--- src/rtl/ffbs_pkg.sv ---
// Package with the item types and constants of the float and integer byte serializer.
package ffbs_pkg;

  typedef struct packed {
    logic        req_type;
    logic [31:0] payload;
  } in_item_t;

  typedef struct packed {
    logic [7:0] out_byte;
    logic       last_byte;
  } out_item_t;

  typedef struct packed {
    logic [47:0] bytes;
    logic [2:0]  nbytes;
  } conv_t;

  localparam logic        REQ_FLOAT    = 1'b0;
  localparam logic        REQ_INT      = 1'b1;
  localparam logic [23:0] FX_MAX_INT   = 24'h7F_FFFF;
  localparam logic [23:0] FX_SIGN_BIT  = 24'h80_0000;
  localparam logic [23:0] FX_WORD_MAX  = 24'hFF_FFFF;
  localparam logic [7:0]  EXP_ALL_ONES = 8'hFF;
  localparam logic [7:0]  EXP_CLAMP    = 8'd150;
  localparam logic [7:0]  EXP_ZERO     = 8'd0;
  localparam logic [2:0]  FLOAT_BYTES  = 3'd6;
  localparam logic [2:0]  INT_BYTES    = 3'd3;

endpackage

--- src/rtl/ffbs_convert.sv ---
// Combinational conversion of one item into its big-endian result bytes.
module ffbs_convert import ffbs_pkg::*; (
  input  in_item_t item,
  output conv_t    conv
);

  logic        sign;
  logic [7:0]  ex;
  logic [22:0] man;
  logic [23:0] sig;
  logic [7:0]  sh;
  logic [47:0] fixed;

  assign sign  = item.payload[31];
  assign ex    = item.payload[30:23];
  assign man   = item.payload[22:0];
  assign sig   = {1'b1, man};
  assign sh    = EXP_CLAMP - ex;
  assign fixed = (sh < 8'd64) ? ({sig, 24'h00_0000} >> sh[5:0]) : 48'h0;

  always_comb begin
    logic [23:0] ipart;
    logic [23:0] fpart;
    logic [23:0] iword;
    logic [23:0] wsat;
    logic        nonzero;
    ipart   = 24'h0;
    fpart   = 24'h0;
    nonzero = 1'b0;
    wsat    = (item.payload[31:24] != 8'h00) ? FX_WORD_MAX : item.payload[23:0];
    priority if (ex == EXP_ALL_ONES && man != 23'h0) begin
      nonzero = 1'b0;
    end else if (ex == EXP_ALL_ONES || ex >= EXP_CLAMP) begin
      ipart   = FX_MAX_INT;
      nonzero = 1'b1;
    end else if (ex == EXP_ZERO) begin
      nonzero = (man != 23'h0);
    end else begin
      nonzero = 1'b1;
      if (fixed[47:24] == FX_MAX_INT && fixed[23:0] != 24'h0) begin
        ipart = FX_MAX_INT;
      end else begin
        ipart = fixed[47:24];
        fpart = fixed[23:0];
      end
    end
    iword = (sign && nonzero) ? (ipart | FX_SIGN_BIT) : ipart;
    if (item.req_type == REQ_INT) begin
      conv.bytes  = {wsat, 24'h00_0000};
      conv.nbytes = INT_BYTES;
    end else begin
      conv.bytes  = {iword, fpart};
      conv.nbytes = FLOAT_BYTES;
    end
  end

endmodule

--- src/rtl/float_fixed_byte_serializer.sv ---
// Top level of the float and integer byte serializer.
// Each item is a float32 pattern, sent as six bytes of sign-magnitude 24.24 fixed point, or an
// unsigned integer, sent saturated as three bytes; bytes go out most significant first, one per
// cycle on result, each marked by strobe for one cycle, with last_byte on the final one. The
// receiver cannot stall. Items stream with no gap between them. One item waits in the input
// register while the previous one is serialized, and busy is high while that register is full
// and the serializer still has bytes to send. From an idle block an accepted item goes into the
// input register, and its first byte is then registered into result from the conversion.
module float_fixed_byte_serializer import ffbs_pkg::*; (
  input  logic      clk,
  input  logic      rst,
  input  logic      start,
  output logic      busy,
  input  in_item_t  req,
  output logic      strobe,
  output out_item_t result
);

  logic        in_valid;
  in_item_t    in_item;
  conv_t       conv;
  logic [39:0] rem_sr;
  logic [2:0]  rem_cnt;
  logic        accept;
  logic        advance;

  ffbs_convert u_convert (
    .item(in_item),
    .conv(conv)
  );

  assign busy    = in_valid && (rem_cnt != 3'd0);
  assign accept  = start && !busy;
  assign advance = in_valid && (rem_cnt == 3'd0);

  always_ff @(posedge clk) begin
    if (rst) begin
      in_valid <= 1'b0;
      rem_cnt  <= 3'd0;
      strobe   <= 1'b0;
    end else begin
      if (accept) begin
        in_valid <= 1'b1;
      end else if (advance) begin
        in_valid <= 1'b0;
      end
      if (rem_cnt != 3'd0) begin
        rem_cnt <= rem_cnt - 3'd1;
        strobe  <= 1'b1;
      end else if (advance) begin
        rem_cnt <= conv.nbytes - 3'd1;
        strobe  <= 1'b1;
      end else begin
        strobe  <= 1'b0;
      end
    end
  end

  always_ff @(posedge clk) begin
    if (accept) begin
      in_item <= req;
    end
    if (rem_cnt != 3'd0) begin
      result.out_byte  <= rem_sr[39:32];
      result.last_byte <= (rem_cnt == 3'd1);
      rem_sr           <= {rem_sr[31:0], 8'h00};
    end else if (advance) begin
      result.out_byte  <= conv.bytes[47:40];
      result.last_byte <= (conv.nbytes == 3'd1);
      rem_sr           <= conv.bytes[39:0];
    end
  end

endmodule

--- config.mk ---
export PLATFORM = sky130hd
export DESIGN_NAME = float_fixed_byte_serializer
export DESIGN_NICKNAME = d
export VERILOG_FILES = /design/src/rtl/ffbs_pkg.sv /design/src/rtl/ffbs_convert.sv /design/src/rtl/float_fixed_byte_serializer.sv
export SDC_FILE = /design/constraint.sdc
export NUM_CORES = 1
export LEC_CHECK = 0
export ABC_AREA = 1
export BUFFER_PORTS_ARGS = -buffer_cell sky130_fd_sc_hd__buf_2
export CORE_UTILIZATION = 60
export CTS_BUF_LIST = sky130_fd_sc_hd__clkbuf_16
export DETAILED_ROUTE_END_ITERATION = 10
export HOLD_SLACK_MARGIN = 0.1
export MAX_ROUTING_LAYER = met4
export PLACE_DENSITY = 0.89
export SYNTH_ARGS = -nofsm -noshare
export SYNTH_HDL_FRONTEND = slang
export SYNTH_SLANG_ARGS = --single-unit
--- constraint.sdc ---
create_clock -name clk -period 8 [get_ports clk]
set_input_delay 1.6 -clock clk [delete_from_list [all_inputs] [get_ports clk]]
set_output_delay 1.6 -clock clk [all_outputs]
set_load 0.02 [all_outputs]
**Word level (Yosys, flattened, before mapping)**

Index checks and enable logic that the tools add are counted.

- Flip-flop bits (word level): 87
- Input port bits: 36
- Output and inout bits: 11
- Logic and storage cells: 60

- Add/subtract/negate cells: 3
- Magnitude comparators: 2
- Equal/unequal tests: 4
- Shifts and indexed selects: 1
- Multiplexer cells: 25
- Reduce and logical (&&, ||, !) cells: 16

Operators with widths:

| kind | count |
|---|---|
| 24-bit 2-to-1 mux | 10 |
| 40-bit 2-to-1 mux | 2 |
| 51-bit 2-to-1 mux | 1 |
| 48-bit 2-to-1 mux | 1 |
| 48-bit by 6-bit >> shifter with 48-bit output | 1 |
| 24-bit by 23-bit equality test with 1-bit output (second input constant) | 1 |
| 24-bit nonzero test | 1 |
| 23-bit nonzero test | 1 |
| 9-bit 2-to-1 mux | 2 |
| 8-bit equality test (second input constant) | 1 |
| 8-bit >= comparator (second input constant) | 1 |
| 8-bit zero test | 1 |
| 8-bit by 7-bit less-than comparator with 1-bit output (second input constant) | 1 |
| 8-bit nonzero test | 1 |
| 8-bit subtractor (first input constant) | 1 |
| 1-bit 2-to-1 mux | 7 |
| 3-bit by 1-bit equality test with 1-bit output (second input constant) | 2 |
| 1-bit logical AND | 6 |
| 3-bit 2-to-1 mux | 2 |
| 3-bit by 1-bit subtractor with 3-bit output (second input constant) | 2 |
| 2-bit nonzero test | 2 |
| 3-bit zero test | 1 |
| 3-bit nonzero test | 1 |
| 1-bit zero test | 1 |
| 1-bit logical OR | 1 |

**Logic depth before layout (Yosys ltp)**

- Depth after elaboration: 14
- Mapped depth: 22

**By module**

A second synthesis with hierarchy kept.

- Cells, all modules: 966
- Area total of the unflattened synthesis: 6551.3 µm²

Modules (own cells, without submodules):

| module | times used | cells an instance | area an instance (µm²) |
|---|---|---|---|
| float_fixed_byte_serializer | 1 | 284 | 3393.3 |
| ffbs_convert | 1 | 682 | 3158.0 |

**Least setup slack after synthesis**

Ideal clock, no wire load.

- Path kind: input port to flip-flop
- From: input start
- To: register in_item[0] (netlist bit), enable pin
- Arrival: 3.028 ns
- Path slack: 4.549 ns
- Stages: 2
- Path buffers: 0
- Path through: inv_1 -> nor2_1

- Longest elaborated chain between the ends: 1

Ends and longest elaborated chain:

| item | RTL line | text |
|---|---|---|
| from (decl) | float_fixed_byte_serializer.sv:12 | `input logic start,` |
| 1-bit logical AND | float_fixed_byte_serializer.sv:33 | `assign accept = start && !busy;` |
| named net accept | float_fixed_byte_serializer.sv:24 | `logic accept;` |
| to (signal assigned) | float_fixed_byte_serializer.sv:61 | `in_item <= req;` |
| to (decl) | float_fixed_byte_serializer.sv:20 | `in_item_t in_item;` |

The timed path passes the listed nets, and every way through them passes these cells.
A chain may end at the register's enable or synchronous reset.

**Final worst setup path**

- From: register in_item[23] (netlist bit)
- To: register rem_sr[23], data pin

- Longest elaborated chain between the ends: 12
- Elaborated cells between the ends (all ways): 19
- Those cells by class: add/sub: 1; order compare: 2; eq/ne: 2; shift: 1; mux: 8; reduce/logical: 5

Ends and longest elaborated chain:

| item | RTL line | text |
|---|---|---|
| 8-bit subtractor | ffbs_convert.sv:18 | `assign sh = EXP_CLAMP - ex;` |
| 48-bit by 6-bit >> shifter with 48-bit output or 8-bit by 7-bit less-than comparator with 1-bit output (tied branches) | ffbs_convert.sv:19 | `assign fixed = (sh < 8'd64) ? ({sig, 24'h00_0000} >> sh[5:0]) : 48'h0;` |
| 48-bit 2-to-1 mux | ffbs_convert.sv:19 |  |
| 24-bit by 23-bit equality test with 1-bit output or 24-bit nonzero test (tied branches) | ffbs_convert.sv:40 | `if (fixed[47:24] == FX_MAX_INT && fixed[23:0] != 24'h0) begin` |
| 1-bit logical AND | ffbs_convert.sv:40 |  |
| 24-bit 2-to-1 mux | ffbs_convert.sv:40 |  |
| 24-bit 2-to-1 mux | ffbs_convert.sv:36 | `end else if (ex == EXP_ZERO) begin` |
| 24-bit 2-to-1 mux | ffbs_convert.sv:33 | `end else if (ex == EXP_ALL_ONES \|\| ex >= EXP_CLAMP) begin` |
| 24-bit 2-to-1 mux * | ffbs_convert.sv:31 | `priority if (ex == EXP_ALL_ONES && man != 23'h0) begin` |
| 51-bit 2-to-1 mux * | ffbs_convert.sv:48 | `if (item.req_type == REQ_INT) begin` |
| 40-bit 2-to-1 mux * | float_fixed_byte_serializer.sv:67 | `end else if (advance) begin` |
| 40-bit 2-to-1 mux * | float_fixed_byte_serializer.sv:63 | `if (rem_cnt != 3'd0) begin` |
| to (signal assigned) | float_fixed_byte_serializer.sv:66 | `rem_sr <= {rem_sr[31:0], 8'h00};` |
| to (signal assigned) | float_fixed_byte_serializer.sv:70 | `rem_sr <= conv.bytes[39:0];` |
| to (decl) | float_fixed_byte_serializer.sv:22 | `logic [39:0] rem_sr;` |

Every way passes the cells marked *; elsewhere a longest branch is shown, timed or not. The select of a mux whose other input is x is not followed.

==> results.md <==
* CTS tree: built
* DRT antenna net count at 0
* Peak supply drop at 0.000437 V
* Share of cells above drive strength 1 at 9.41%
* End of the worst register-to-register path: rem_sr[23]
* Synth unique cells at 36
* Worst R2R Setup Slack at 3680 ps
* Worst Hold Class: reg2reg
* Origin of the worst setup path: in_item[23]
* CTS H-Tree Depth at 3
* GRT Resource Usage Total at 42.1%
* Post-synth top area share at 36.8%
* N_diodes at 0
* Post-DP HPWL at 15.0 mm
* Max Transition Viols Final at 0
* Cts repair resizes at 0
* CTS Buf Count at 9
* Area leader, netlist: edfxtp_1
* Initial detailed-routing violation count at 826
* Crit path time final at 4320 ps
* Worst slew pin tran at 1110 ps
* Placed Instances at 988
* CTS Hold Bufs at 0
* Nets at 910
* IO Count at 47
* Clock tree buffer depth at 2
* Wire length of the first global-routing pass at 31.0 mm
* CORE AREA at 0.00977 mm^2
* Reg-to-reg startpoint: in_item[23]
* Crit path kind: reg2reg
* Max_cap viols at 0
* Initial antenna violation count at 0
* PortBufs at 46
* Final hold slack at 461 ps
* Post-synthesis cell count at 853
* Hold Fails Final Rpt at 0
* Pwr Density at 314 mW/mm^2
* Post-synth top flop: edfxtp_1
* DR vias/cell at 6.43
* Unrepaired setup endpoints after global routing: false
* Synth-to-layout area growth at 7.48%
* Rel. slew slack at 25.9%
* Most frequent cells in the layout: 263 x nand2_1, 168 x nand3_1, 74 x edfxtp_1, 65 x nor2_1, 55 x o21ai_0
* Residual DRC at 0
* RD Place Congestion at 1.05
* Setup Buffers After CTS at 0
* Leak at 0.00281 uW
* Post-Route Setup TNS at 0 ps
* Period utilisation layout at 54.0%
* Largest net degree at the start of global routing at 50
* Sequential-to-total area share from yosys stat at 41.1%
* Status: complete, no violations
* Die Area at 0.0105 mm^2
* Vias in the first global route at 5874
* YS warnings at 0
* Yosys reg bits at 87
* Total grt overflow at 0
* Asr flop ratio synth at 0%
* Max frequency at 231 MHz
* Cell Rows at 36
* Reg2Reg Depth at 16
* Syn Nets at 897
* Required time of the critical path at 8120 ps
* Critical path endpoint: rem_sr[23]
* Syn Std Cell Area at 0.00604 mm^2
* Setup crit start kind: flop
* Worst clock skew at 4.16 ps
* Worst endpoint data arrival time at 4440 ps
* Layout Utilization at 66.4%
* Worst Setup End Kind: flop
* Sink Count at 87
* Largest cells by area after synthesis: edfxtp_1 37%, nand2_1 16%, nand3_1 14%
* DRT Wirelength at 20.5 mm
* CTS Root Buffer Type: clkbuf_16
* Setup WS post-layout at 3680 ps
* Die H at 102 um
* WL/cell at 20.5 um
* Commonest non-fill, non-tap cell in the layout: nand2_1
* Non-Filler Instances at 1004
* Clock slew at reported path FFs at 60 ps
* Die Wd at 102 um
* Vias at 6455
* TritonRoute pass-1 iters at 6
* Clk Latency, worst-skew pair at 360 ps
* CP max FO at 33
* Setup Viol. Count Final at 0
* Syn avg cell area at 7.08 um^2
* Filler instances at 872
* EDFF count, synth at 74
* Pre-CTS setup slack at 3820 ps
* Initial core utilization at 61.8%
[power by group]
group / internal, uW / switching, uW
logic: 237 / 655
clock network: 208 / 179
registers: 696 / 67.1
total: 1140 / 901
[critical path, stage by stage, from the launching register on]
cell      delay [ps]
edfxtp_1         320
buf_4            340
inv_1            430
ha_1             980
inv_2            420
nand3_1          250
nand3_1          120
nand2_1          120
nand2_1           50
nand2_1          110
o21ai_1           60
nor2_1           270
nand3_1          170
nor3_2           240
nand2_1           70
nand2_1           50
nand2_1           50
[worst min-delay path by stage]
stage / slack [ps] / depth (start not counted) / startpoint / endpoint
2_1_floorplan: 430 / 2 / rem_sr[4] / rem_sr[4]
3_3_place_gp: 450 / 2 / rem_sr[4] / rem_sr[4]
3_5_place_dp: 450 / 2 / rem_sr[4] / rem_sr[4]
4_1_cts: 460 / 2 / rem_sr[4] / rem_sr[4]
5_1_grt: 500 / 2 / rem_sr[4] / rem_sr[4]
6_report: 460 / 2 / rem_sr[4] / rem_sr[4]
[area by class of cell]
type,count,area [um^2],share of cell area (%)
well taps,133,166,2.56
multi-input cells,667,3130,48.1
flip-flops and latches,87,2480,38.2
clock buffers,9,225,3.47
clock inverters,7,41.3,0.636
repair buffers,50,260,4.01
inverters,51,191,2.95
[Yosys cell counts, types with 5 or more instances]
master / instances
nand2_1: 263
nand3_1: 168
edfxtp_1: 74
nor2_1: 66
o21ai_0: 55
inv_1: 42
a21oi_1: 34
buf_2: 22
clkbuf_1: 15
dfxtp_1: 13
nand4_1: 9
nor3_1: 9
o311ai_0: 9
ha_1: 8
o22ai_1: 8
buf_4: 7
inv_2: 6
nor4_1: 6
nand2_2: 5
o21ai_1: 5
[metrics by stage]
step | instance area, um^2 | power, uW
global placement | 6230 | 1620
detailed placement | 6230 | 1630
floorplan | 6040 | 1380
CTS | 6490 | 2010
finish | 6490 | 2040
global route | 6490 | 2160
[flip-flops by register name, indices dropped and copies added (netlist names)]
name,flops
in_item,33
in_valid,1
rem_cnt,3
rem_sr,40
result,9
strobe,1
[cell families after synthesis]
logic type               Yosys count  synth area share, %
AO/OA/AOI/OAI                    124                 11.5
adder cells (fa/ha/maj)            8                 1.66
flip-flops                        87                 41.1
buffers and inverters             99                 7.29
AND/OR/NAND/NOR                  534                 38.3
XOR/XNOR                           1                0.145
[layer usage]
| metal | vias to the layer above | track usage, % | share of wire, % |
|---|---|---|---|
| met3 | 87 | 10.6 | 12 |
| met4 | 0 | 23.0 | 5.5 |
| li1 | 2955 | - | - |
| met1 | 2919 | 50.8 | 38 |
| met2 | 494 | 64.4 | 45 |
| met5 | - | - | 0 |
Power figures use the tool's default switching activity.
